**config.mk**
```make
export PLATFORM = sky130hd
export DESIGN_NAME = plbrg_back
export DESIGN_NICKNAME = d
export VERILOG_FILES = /design/src/hw/rtl/planar_bearing_centidegrees_core_assert.svh /design/src/hw/rtl/plbrg_pkg.sv /design/src/hw/rtl/plbrg_back.sv
export SDC_FILE = /design/constraint.sdc
export NUM_CORES = 1
export LEC_CHECK = 0
export BUFFER_PORTS_ARGS = -buffer_cell sky130_fd_sc_hd__buf_2
export CAP_MARGIN = 20
export CORE_ASPECT_RATIO = 0.7
export CORE_MARGIN = 5
export CORE_UTILIZATION = 40
export DETAILED_ROUTE_END_ITERATION = 8
export SYNTH_ARGS = -nofsm -noshare
export SYNTH_HDL_FRONTEND = slang
export SYNTH_SLANG_ARGS = --single-unit
export TNS_END_PERCENT = 1
```
**constraint.sdc**
```tcl
create_clock -name aclk -period 14 [get_ports aclk]
set_input_delay 2.8 -clock aclk [delete_from_list [all_inputs] [get_ports aclk]]
set_output_delay 2.8 -clock aclk [all_outputs]
set_load 0.1 [all_outputs]
```
**src/hw/rtl/planar_bearing_centidegrees_core_assert.svh**
```systemverilog
// assertion macros shared by the rtl
`ifndef PLANAR_BEARING_CENTIDEGREES_CORE_ASSERT_SVH
`define PLANAR_BEARING_CENTIDEGREES_CORE_ASSERT_SVH

// consequent must hold in the same cycle as the antecedent
`define PLBRG_ASSERT_IMPL(label, clk, rstn, ante, cons) \
    label: assert property (@(posedge clk) disable iff (!(rstn)) (ante) |-> (cons)) \
        else $error("plbrg assertion failed");

// consequent must hold in the cycle after the antecedent
`define PLBRG_ASSERT_NEXT(label, clk, rstn, ante, cons) \
    label: assert property (@(posedge clk) disable iff (!(rstn)) (ante) |=> (cons)) \
        else $error("plbrg assertion failed");

`endif

```
**src/hw/rtl/plbrg_pkg.sv**
```systemverilog
package plbrg_pkg;

    localparam int CORDIC_STEPS_DEF = 24;
    localparam int STEPS_MAX        = 40;
    localparam int COORD_W          = 32;
    localparam int PRESHIFT         = 24;
    localparam int MAG_W            = 32;
    localparam int X_W              = 60;
    localparam int TURN_W           = 32;
    localparam int Z_W              = TURN_W + 2;
    localparam int BEARING_W        = 16;

    localparam logic [BEARING_W-1:0] BEARING_SPAN = 16'd36000;

    // angles in 2^-32 turn, one bit of headroom for the full turn
    localparam logic [TURN_W:0] QUARTER_TURN = 33'h0_4000_0000;
    localparam logic [TURN_W:0] HALF_TURN    = 33'h0_8000_0000;
    localparam logic [TURN_W:0] FULL_TURN    = 33'h1_0000_0000;

    // atan(2^-i) as a fraction of a full turn
    localparam logic [TURN_W-1:0] ATAN_TURNS [0:STEPS_MAX] = '{
        32'h20000000, 32'h12E4051E, 32'h09FB385B, 32'h051111D4, 32'h028B0D43,
        32'h0145D7E1, 32'h00A2F61E, 32'h00517C55, 32'h0028BE53, 32'h00145F2F,
        32'h000A2F98, 32'h000517CC, 32'h00028BE6, 32'h000145F3, 32'h0000A2FA,
        32'h0000517D, 32'h000028BE, 32'h0000145F, 32'h00000A30, 32'h00000518,
        32'h0000028C, 32'h00000146, 32'h000000A3, 32'h00000051, 32'h00000029,
        32'h00000014, 32'h0000000A, 32'h00000005, 32'h00000003, 32'h00000001,
        32'h00000001, 32'h00000000, 32'h00000000, 32'h00000000, 32'h00000000,
        32'h00000000, 32'h00000000, 32'h00000000, 32'h00000000, 32'h00000000,
        32'h00000000
    };

    typedef struct packed {
        logic de_neg;
        logic dn_neg;
        logic a_zero;
        logic b_zero;
    } quad_t;

    typedef struct packed {
        logic signed [X_W-1:0] x;
        logic signed [X_W-1:0] y;
        logic signed [Z_W-1:0] z;
        quad_t                 quad;
    } cordic_t;

endpackage

```
**src/hw/rtl/plbrg_back.sv**
```systemverilog
module plbrg_back (
    input  logic                                aclk,
    input  logic                                aresetn,
    input  logic                                in_valid,
    output logic                                in_ready,
    input  plbrg_pkg::cordic_t                  in_data,
    output logic                                out_valid,
    input  logic                                out_ready,
    output logic [plbrg_pkg::BEARING_W-1:0]     bearing
);
    import plbrg_pkg::*;

    logic                            turn_valid_reg;
    logic [TURN_W-1:0]               turn_reg;
    logic [TURN_W-1:0]               turn_next;
    logic                            out_valid_reg;
    logic [BEARING_W-1:0]            bearing_reg;
    logic [TURN_W+BEARING_W-1:0]     product;
    logic                            turn_ready;
    logic                            out_stage_ready;
    logic [TURN_W:0]                 theta;
    logic [TURN_W:0]                 turn_full;

    assign out_stage_ready = !out_valid_reg || out_ready;
    assign turn_ready      = !turn_valid_reg || out_stage_ready;
    assign in_ready        = turn_ready;

    always_comb begin
        // quadrant angle, clamped to a quarter turn, axis cases forced
        if (in_data.quad.a_zero) begin
            theta = '0;
        end else if (in_data.quad.b_zero) begin
            theta = QUARTER_TURN;
        end else if (in_data.z[Z_W-1]) begin
            theta = '0;
        end else if (in_data.z[Z_W-2:0] > QUARTER_TURN) begin
            theta = QUARTER_TURN;
        end else begin
            theta = in_data.z[Z_W-2:0];
        end

        unique case ({in_data.quad.de_neg, in_data.quad.dn_neg})
            2'b00:   turn_full = theta;
            2'b01:   turn_full = HALF_TURN - theta;
            2'b11:   turn_full = HALF_TURN + theta;
            default: turn_full = FULL_TURN - theta;
        endcase

        // a full turn saturates just below it
        turn_next = turn_full[TURN_W] ? {TURN_W{1'b1}} : turn_full[TURN_W-1:0];
    end

    assign product = turn_reg * BEARING_SPAN;

    always_ff @(posedge aclk) begin
        if (!aresetn) begin
            turn_valid_reg <= 1'b0;
            out_valid_reg  <= 1'b0;
        end else begin
            if (turn_ready) begin
                turn_valid_reg <= in_valid;
            end
            if (out_stage_ready) begin
                out_valid_reg <= turn_valid_reg;
            end
        end
    end

    always_ff @(posedge aclk) begin
        if (in_valid && turn_ready) begin
            turn_reg <= turn_next;
        end
        if (turn_valid_reg && out_stage_ready) begin
            bearing_reg <= product[TURN_W+BEARING_W-1:TURN_W];
        end
    end

    assign out_valid = out_valid_reg;
    assign bearing   = bearing_reg;

endmodule

```
==> metrics <==
CP startpoint=in_data[12]; fmax=roughly 140 MHz; fin. max-slew vios=0; Critical R2R Capture=bearing[14]; gr usage total=16.1%; FFs w/ async S/R, synth=0%; crit-path leading delay family=simple AND/OR/NAND/NOR gates; die width=180 um; power per cell area=224 mW/mm2; CTS H-tree depth=2; Vias/cell=around 5.1; Synth Flop Type=edfxtp_1; area of the mapped netlist=0.00812 mm2; layout cells sized above 1=10.5%; post-cts gate resize count=0; crit-path cells=buf_2, or4_1, or4_1, o41ai_4, and2_1, nand2_1, ha_1, o21a_1, a41o_1, xor2_1, nand2_2, o311ai_0; # hold bufs at CTS=0; synth cell count leaders=ha_1 (180), inv_1 (150), fa_1 (80); grt total ovfl=0; worst-margin pin slew=~1 ns; period utilisation layout=50.6%; placed insts=1140; Slew HR=33.1%; Crit path top cell by count=or4_1; TritonCTS clock tree=yes; CP max FO=32; Clock Sinks=50; static leakage=4.47 nW; largest net degree at the start of global routing=45; Synth area leader=ha_1; Final ANT Viol Nets=0; drt drc=0; row count=43; R2R setup slack=a little under 8 ns; Synth Net Count=1249; CP Launch Type=input port; Initial DRC Count=~310; sequential fraction of the synthesis area=18.3%; Die Area=approximately 0.023 mm2; unrepaired setup endpoints after global routing=false; synthesized instance count=827; top-count cell post-synth=ha_1; max-cap viol count=0; I/O pin count=180; Avg Inst Size Synth=9.81 um2; setup_tns=0 ns; Setup Crit Path Kind=input port to flip-flop; VDD IR max=0.108 mV; Max Root-Sink Buffers=2; hold path depth=1; Clock transition at path regs=0.07 ns; Yosys Warn Count=0; Worst Hold Path EP=out_valid; Distinct cells, synth=between 60 and 70; Area Growth Syn to Fin=8.66%; HP Start=turn_valid_reg; Post-CTS Setup Repair Bufs=0; critical path's slowest cell=or4_1; IO buf count=59; Die Span Y=roughly 130 um; min Tclk post-route=between 7 and 8 ns; Post-synth EDFFs=48; RD Place Congestion=0.811; final setup vio count=0; Final Non-Filler Cells=1148; reg2reg start=turn_reg[21]; post-DP HPWL=15500 um; Synth Register Bits=50; CP peak stage delay=0.70 ns; first-pass GRT wire length=30500 um; Initial Util=40.9%; vias in the first global route=5812; final net count=1299; Arrival @ worst endpoint=7.07 ns; cts bufs inserted=5; worst min path class=flip-flop to flip-flop; worst path bufs/invs=1; Synth area leaders=ha_1 (28%), fa_1 (20%), edfxtp_1 (18%), inv_1 (6.9%), a21oi_1 (2.4%); Worst setup EP type=flip-flop; first-pass detailed-route iteration total=5; status=completed; fillers=between 1.5k and 2k; initial antenna violation count=0; post-synth top area share=27.7%; core area=0.0199 mm2; reg2reg path depth=16; via count=5903; post-DR wirelength/cell=~16 um; Final Hold Viols=0; Worst Path Required=13.99 ns; n_diodes=0; Total Wirelength=18300 um; Clk Latency, worst-skew pair=0.30 ns; Final Skew=0.00649 ns; max reg flops=32; Root Driver=clkbuf_16
==> cell families after synthesis <==
family | after synthesis | synth area share (%)
adder cells (fa/ha/maj) | 260 | 47.5
buffers and inverters | 169 | 8.14
AO/OA/AOI/OAI | 167 | 13.8
AND/OR/NAND/NOR | 160 | 9.96
flip-flops | 50 | 18.3
XOR/XNOR | 14 | 1.51
multiplexers | 6 | 0.802
other | 1 | 0.0462
==> per-stage QoR <==
stage | setup slack [ns] | hold WS [ns] | power (W) | cell area [um2] | utilization (%)
floorplan | 7.61 | 0.477 | 0.00149 | 8120 | -
CTS | 6.88 | 0.527 | 0.00198 | 8820 | 44.4
finish | 6.92 | 0.527 | 0.00198 | 8820 | 44.4
global route | 6.58 | 0.561 | 0.00222 | 8820 | 44.4
global placement | 6.63 | 0.508 | 0.00183 | 8670 | 43.7
detailed placement | 6.56 | 0.506 | 0.00184 | 8670 | 43.7
==> area by class of cell <==
| cell class | instances | area, um2 | area share (%) |
|---|---|---|---|
| clock buffer | 5 | 125 | 1.42 |
| timing repair buffer | 62 | 318 | 3.60 |
| inverter | 150 | 563 | 6.38 |
| tap | 270 | 338 | 3.83 |
| multi-input combinational | 608 | 5970 | 67.7 |
| clock inverter | 3 | 20.0 | 0.227 |
| sequential | 50 | 1480 | 16.8 |
==> routing by layer <==
| layer | global-route usage, % | share of wire (%) |
|---|---|---|
| met1 | 25.6 | 55 |
| met2 | 23.0 | 40 |
| met3 | 2.64 | 4.8 |
| met4 | 3.02 | 0.70 |
| met5 | 0 | 0 |
==> worst max-delay path by stage <==
stage	to	slack (ns)	cells after the start
finish	turn_reg[6]	6.92	12
global route	turn_reg[6]	6.58	12
CTS	turn_reg[6]	6.88	12
detailed placement	turn_reg[6]	6.56	12
global placement	turn_reg[1]	6.63	12
floorplan	turn_reg[26]	7.61	16
==> cells in the final DEF (no fill, tap or decap), types with 3 or more instances in the layout <==
| cell | synthesis | routed |
|---|---|---|
| a211o_1 | 4 | 4 |
| a211oi_1 | 6 | 6 |
| a21boi_0 | 4 | 4 |
| a21o_1 | 7 | 7 |
| a21oi_1 | 39 | 39 |
| a31oi_1 | 4 | 4 |
| and2_1 | 4 | 4 |
| and3_1 | 5 | 5 |
| buf_2 | 3 | 59 |
| buf_4 | 2 | 3 |
| clkbuf_16 | 0 | 5 |
| edfxtp_1 | 48 | 48 |
| fa_1 | 80 | 80 |
| ha_1 | 180 | 180 |
| inv_1 | 150 | 150 |
| mux2_2 | 4 | 4 |
| nand2_1 | 44 | 44 |
| nand2b_1 | 4 | 4 |
| nand3_1 | 22 | 22 |
| nand4_1 | 5 | 5 |
| nor2_1 | 23 | 23 |
| nor2b_1 | 9 | 9 |
| nor3_1 | 13 | 13 |
| nor4_1 | 5 | 5 |
| o21a_1 | 15 | 15 |
| o21ai_0 | 30 | 30 |
| o21ai_1 | 10 | 10 |
| o21ai_2 | 10 | 10 |
| o21bai_1 | 4 | 4 |
| o311ai_0 | 4 | 4 |
| o31ai_1 | 7 | 7 |
| o41ai_1 | 4 | 4 |
| or2_2 | 4 | 4 |
| or3_1 | 11 | 11 |
| or4_1 | 4 | 4 |
| xnor2_1 | 6 | 6 |
| xor2_1 | 8 | 8 |
==> power breakdown <==
part	internal (W)	switching [W]
Combinational	0.000608	0.000979
Sequential	0.000237	0.0000272
Clock	0.0000665	0.0000610
Total	0.000912	0.00107
(Power assumes the default switching activity.)
