$ cat config.mk
export PLATFORM = sky130hd
export DESIGN_NAME = plbrg_front
export DESIGN_NICKNAME = d
export VERILOG_FILES = /design/src/hw/rtl/planar_bearing_centidegrees_core_assert.svh /design/src/hw/rtl/plbrg_pkg.sv /design/src/hw/rtl/plbrg_front.sv
export SDC_FILE = /design/constraint.sdc
export NUM_CORES = 1
export LEC_CHECK = 0
export BUFFER_PORTS_ARGS = -buffer_cell sky130_fd_sc_hd__buf_2
export CAP_MARGIN = 20
export CORE_ASPECT_RATIO = 2
export CORE_MARGIN = 4
export CORE_UTILIZATION = 53
export DETAILED_ROUTE_END_ITERATION = 8
export PLACE_DENSITY = 0.78
export SETUP_SLACK_MARGIN = 0.1
export SKIP_LAST_GASP = 1
export SLEW_MARGIN = 20
export SYNTH_ARGS = -nofsm -noshare
export SYNTH_HDL_FRONTEND = slang
export SYNTH_SLANG_ARGS = --single-unit
$ cat constraint.sdc
create_clock -name aclk -period 7.16 [get_ports aclk]
set_clock_uncertainty 0.05 [all_clocks]
set_input_delay 1.432 -clock aclk [delete_from_list [all_inputs] [get_ports aclk]]
set_output_delay 1.432 -clock aclk [all_outputs]
set_load 0.01 [all_outputs]
$ cat src/hw/rtl/planar_bearing_centidegrees_core_assert.svh
// assertion macros shared by the rtl
`ifndef PLANAR_BEARING_CENTIDEGREES_CORE_ASSERT_SVH
`define PLANAR_BEARING_CENTIDEGREES_CORE_ASSERT_SVH

// consequent must hold in the same cycle as the antecedent
`define PLBRG_ASSERT_IMPL(label, clk, rstn, ante, cons) \
    label: assert property (@(posedge clk) disable iff (!(rstn)) (ante) |-> (cons)) \
        else $error("plbrg assertion failed");

// consequent must hold in the cycle after the antecedent
`define PLBRG_ASSERT_NEXT(label, clk, rstn, ante, cons) \
    label: assert property (@(posedge clk) disable iff (!(rstn)) (ante) |=> (cons)) \
        else $error("plbrg assertion failed");

`endif

$ cat src/hw/rtl/plbrg_pkg.sv
package plbrg_pkg;

    localparam int CORDIC_STEPS_DEF = 24;
    localparam int STEPS_MAX        = 40;
    localparam int COORD_W          = 32;
    localparam int PRESHIFT         = 24;
    localparam int MAG_W            = 32;
    localparam int X_W              = 60;
    localparam int TURN_W           = 32;
    localparam int Z_W              = TURN_W + 2;
    localparam int BEARING_W        = 16;

    localparam logic [BEARING_W-1:0] BEARING_SPAN = 16'd36000;

    // angles in 2^-32 turn, one bit of headroom for the full turn
    localparam logic [TURN_W:0] QUARTER_TURN = 33'h0_4000_0000;
    localparam logic [TURN_W:0] HALF_TURN    = 33'h0_8000_0000;
    localparam logic [TURN_W:0] FULL_TURN    = 33'h1_0000_0000;

    // atan(2^-i) as a fraction of a full turn
    localparam logic [TURN_W-1:0] ATAN_TURNS [0:STEPS_MAX] = '{
        32'h20000000, 32'h12E4051E, 32'h09FB385B, 32'h051111D4, 32'h028B0D43,
        32'h0145D7E1, 32'h00A2F61E, 32'h00517C55, 32'h0028BE53, 32'h00145F2F,
        32'h000A2F98, 32'h000517CC, 32'h00028BE6, 32'h000145F3, 32'h0000A2FA,
        32'h0000517D, 32'h000028BE, 32'h0000145F, 32'h00000A30, 32'h00000518,
        32'h0000028C, 32'h00000146, 32'h000000A3, 32'h00000051, 32'h00000029,
        32'h00000014, 32'h0000000A, 32'h00000005, 32'h00000003, 32'h00000001,
        32'h00000001, 32'h00000000, 32'h00000000, 32'h00000000, 32'h00000000,
        32'h00000000, 32'h00000000, 32'h00000000, 32'h00000000, 32'h00000000,
        32'h00000000
    };

    typedef struct packed {
        logic de_neg;
        logic dn_neg;
        logic a_zero;
        logic b_zero;
    } quad_t;

    typedef struct packed {
        logic signed [X_W-1:0] x;
        logic signed [X_W-1:0] y;
        logic signed [Z_W-1:0] z;
        quad_t                 quad;
    } cordic_t;

endpackage

$ cat src/hw/rtl/plbrg_front.sv
module plbrg_front (
    input  logic                                  aclk,
    input  logic                                  aresetn,
    input  logic                                  in_valid,
    output logic                                  in_ready,
    input  logic signed [plbrg_pkg::COORD_W-1:0]  from_east,
    input  logic signed [plbrg_pkg::COORD_W-1:0]  from_north,
    input  logic signed [plbrg_pkg::COORD_W-1:0]  to_east,
    input  logic signed [plbrg_pkg::COORD_W-1:0]  to_north,
    output logic                                  out_valid,
    input  logic                                  out_ready,
    output plbrg_pkg::cordic_t                    out_data
);
    import plbrg_pkg::*;

    logic                      diff_valid_reg;
    logic signed [COORD_W:0]   de_reg;
    logic signed [COORD_W:0]   dn_reg;
    logic signed [COORD_W:0]   de_next;
    logic signed [COORD_W:0]   dn_next;
    logic                      seed_valid_reg;
    cordic_t                   seed_reg;
    cordic_t                   seed_next;
    logic                      diff_ready;
    logic                      seed_ready;
    logic        [COORD_W:0]   de_abs;
    logic        [COORD_W:0]   dn_abs;

    assign seed_ready = !seed_valid_reg || out_ready;
    assign diff_ready = !diff_valid_reg || seed_ready;
    assign in_ready   = diff_ready;

    // differences at one extra bit so they never wrap
    assign de_next = {to_east[COORD_W-1], to_east} - {from_east[COORD_W-1], from_east};
    assign dn_next = {to_north[COORD_W-1], to_north} - {from_north[COORD_W-1], from_north};

    always_comb begin
        de_abs = de_reg[COORD_W] ? (~de_reg + 1'b1) : de_reg;
        dn_abs = dn_reg[COORD_W] ? (~dn_reg + 1'b1) : dn_reg;
        seed_next.x           = $signed(X_W'({dn_abs[MAG_W-1:0], {PRESHIFT{1'b0}}}));
        seed_next.y           = $signed(X_W'({de_abs[MAG_W-1:0], {PRESHIFT{1'b0}}}));
        seed_next.z           = '0;
        seed_next.quad.de_neg = de_reg[COORD_W];
        seed_next.quad.dn_neg = dn_reg[COORD_W];
        seed_next.quad.a_zero = (de_reg == '0);
        seed_next.quad.b_zero = (dn_reg == '0);
    end

    always_ff @(posedge aclk) begin
        if (!aresetn) begin
            diff_valid_reg <= 1'b0;
            seed_valid_reg <= 1'b0;
        end else begin
            if (diff_ready) begin
                diff_valid_reg <= in_valid;
            end
            if (seed_ready) begin
                seed_valid_reg <= diff_valid_reg;
            end
        end
    end

    always_ff @(posedge aclk) begin
        if (in_valid && diff_ready) begin
            de_reg <= de_next;
            dn_reg <= dn_next;
        end
        if (diff_valid_reg && seed_ready) begin
            seed_reg <= seed_next;
        end
    end

    assign out_valid = seed_valid_reg;
    assign out_data  = seed_reg;

endmodule

==> flow_metrics.env <==
export IMPL_clk_latency_ns=0.41
export IMPL_port_buffers=201
export IMPL_switchingPower_mw=0.689
export IMPL_synthFlopType="edfxtp_1"
export IMPL_hold_class="flop to flop"
export IMPL_fin_total_pwr_mw=2.57
export IMPL_grt_remaining_overflow=0
export IMPL_die_h_microns=198
export IMPL_avgSynthCellArea_sq_um=10.2
export IMPL_worstPathRequired_ns=7.26
export IMPL_synth_cell_area_sq_mm=0.00952
export IMPL_powerDensity_mw_per_mm2=233
export IMPL_pwr_share_seq_pct=42.1
export IMPL_nFillCells=1474
export IMPL_path_class="input port to flop"
export IMPL_startpoint_type="input port"
export IMPL_nets=1338
export IMPL_maxCapViolCount=0
export IMPL_crit_slowest_cell="o311ai_0"
export IMPL_first_pass_iters=5
export IMPL_die_w_microns=103
export IMPL_numCtsBuffers=17
export IMPL_syn_inst=935
export IMPL_fin_cells=1366
export IMPL_crit_top_cell="a21oi_1"
export IMPL_fin_ws_ns=3.04
export IMPL_area_growth_pct=15.9
export IMPL_max_stage_delay_ns=0.71
export IMPL_end_kind="flop"
export IMPL_track_usage_pct=20.8
export IMPL_relSlewSlack_pct=30.9
export IMPL_synthArstFlopShare_pct=0
export IMPL_grt_max_degree=69
export IMPL_drt_initial_drc_count=223
export IMPL_antenna_found_initial=2
export IMPL_grt_pass1_vias=7265
export IMPL_max_freq_mhz=242
export IMPL_drtAntennaViolNets=0
export IMPL_cts_hold_buf=0
export IMPL_p_int_mw=1.88
export IMPL_drive_gt1_share_pct=21.5
export IMPL_postCtsSetupBuffers=0
export IMPL_switching_share_pct=26.8
export IMPL_dp_slack_ns=2.65
export IMPL_via_per_inst=5.33
export IMPL_p_leak_nw=4.86
export IMPL_cp_cell_sequence="buf_2, inv_1, ha_1, a21oi_1, a21boi_0, o311ai_0, nand2_1, a22oi_1, a21oi_1, a221oi_1, xnor2_1"
export IMPL_synth_seq_cells=136
export IMPL_tritoncts="yes"
export IMPL_dp_hpwl_mm=17.4
export IMPL_rsz0062_at_grt="false"
export IMPL_status="completed"
export IMPL_slew_viol_final=0
export IMPL_htree_levels=4
export IMPL_core_sq_mm=0.0177
export IMPL_post_place_cells=1332
export IMPL_post_route_drc_count=0
export IMPL_yosysWarnings=0
export IMPL_io_pins=292
export IMPL_setup_tns_final_ns=0
export IMPL_start_util_pct=53.8
export IMPL_cts_root_buf="clkbuf_16"
export IMPL_wirelength_mm=21.5
export IMPL_seq_area_sq_mm=0.00406
export IMPL_worst_ir_drop_vdd_v=0.000114
export IMPL_multi_input_area_sq_mm=0.00474
export IMPL_ys_types=58
export IMPL_die_area_sq_mm=0.0203
export IMPL_gp_congestion=0.865
export IMPL_largest_register_ffs=68
export IMPL_clk_pin_slew_ns=0.06
export IMPL_fin_crit_sh_pct=57.6
export IMPL_vias=7274
export IMPL_ys_seq_area_share_pct=42.7
export IMPL_synth_edf_count=134
export IMPL_finalSetupViolations=0
export IMPL_tightest_slew_ns=1.04
export IMPL_hold_viol=0
export IMPL_arrival_ns=4.22
export IMPL_fp_row_count=69
export IMPL_critPathMaxFanout=6
export IMPL_timing_final_crit_period_ns=4.12
export IMPL_power_clock_fraction_pct=35.6
export IMPL_grt_first_pass_wirelength_mm=33.2
export IMPL_cts_path_max_buffers=2
export IMPL_wire_per_inst_microns=15.8
export IMPL_cts_sinks=136
export IMPL_combPwrFrac_pct=22.3
export IMPL_post_cts_resized=0
[stage by stage]
step / utilization [%] / instance area [sq um] / hold slack (ns)
floorplan: - / 9850 / 0.374
detailed placement: 58.8 / 10400 / 0.431
global placement: 58.8 / 10400 / 0.425
finish: 62.3 / 11000 / 0.434
CTS: 62.3 / 11000 / 0.441
global route: 62.3 / 11000 / 0.463
[cell usage in the layout, fill, tap and decap left out, types with 10 or more instances in the layout]
cell type,n
a21o_1,31
a21oi_1,55
a31oi_1,14
buf_2,201
clkbuf_16,17
conb_1,90
edfxtp_1,134
ha_1,66
inv_1,81
nand2_1,46
nand3_1,10
nand4_1,11
nor2_1,39
nor2b_1,14
nor3_1,12
o21ai_0,47
o31ai_1,16
or2_2,10
xnor2_1,89
xor2_1,26
[final cells by class]
| class | instances | share of cell area (%) |
|---|---|---|
| clock inverter | 12 | 1.63 |
| tap | 213 | 2.42 |
| antenna | 2 | 0.0454 |
| inverter | 82 | 2.79 |
| clock buffer | 20 | 3.96 |
| timing repair buffer | 204 | 9.32 |
| multi-input combinational | 697 | 43.0 |
| sequential | 136 | 36.8 |
[final timing paths]
check,end,cells after the start,slack [ns],from
worst max-delay path,de_reg[31],11,3.04,from_east[5]
worst min-delay path,out_data[122],0,0.43,dn_reg[0]
worst max register to register,out_data[152],6,4.20,dn_reg[13]
worst min register to register,out_data[122],0,0.43,dn_reg[0]
[routing by layer]
layer	global-route usage, %	vias to the layer above	wire length [microns]
met5	0	-	0
met4	11.8	0	884
met3	2.90	54	1190
met2	41.7	239	12900
met1	18.7	3386	6590
li1	-	3595	-
[cell usage after synthesis, types with 10 or more instances]
cell      number  area (sq um)
nor3_1        12          60.1
o31ai_1       16           120
nand2_1       46           173
nand4_1       11          68.8
edfxtp_1     134          4020
o21ai_0       47           235
a21o_1        31           233
nand3_1       10          50.1
nor2_1        39           146
or2_2         10          62.6
a21oi_1       55           275
a31oi_1       14          87.6
ha_1          66           826
clkbuf_1      18          67.6
xor2_1        26           228
nor2b_1       15          93.8
xnor2_1       89           780
inv_1         81           304
buf_4         90           676
[power by group through the flow]
stage	Combinational (mW)	Clock (mW)	Sequential (mW)
after CTS	0.571	0.926	1.08
after global routing	0.636	0.958	1.09
after global placement	0.554	0	1.09
after detailed placement	0.567	0	1.10
after floorplan	0.430	0	1.10
final	0.572	0.915	1.08
[worst max-delay path: cells and delay by family]
| family | cells | cell delay, ns |
|---|---|---|
| AOI/OAI and AO/OA | 6 | 1.97 |
| xor gates and xnor gates | 1 | 0.12 |
| adders and majority gates | 1 | 0.37 |
| buffers and inverters | 2 | 0.10 |
| and+or+nand+nor | 1 | 0.22 |
[logic make-up (layout without fill, tap and decap cells)]
family | after synthesis | after routing | share of synthesized area [%]
AO/OA/AOI/OAI | 230 | 230 | 15.8
AND/OR/NAND/NOR | 194 | 194 | 10.7
buffers and inverters | 191 | 318 | 11.1
flip-flops | 136 | 136 | 42.7
XOR/XNOR | 115 | 115 | 10.6
adder cells (fa/ha/maj) | 68 | 68 | 9.09
other | 1 | 92 | 0.0394
Note: power is estimated with default switching activity, not from simulation.
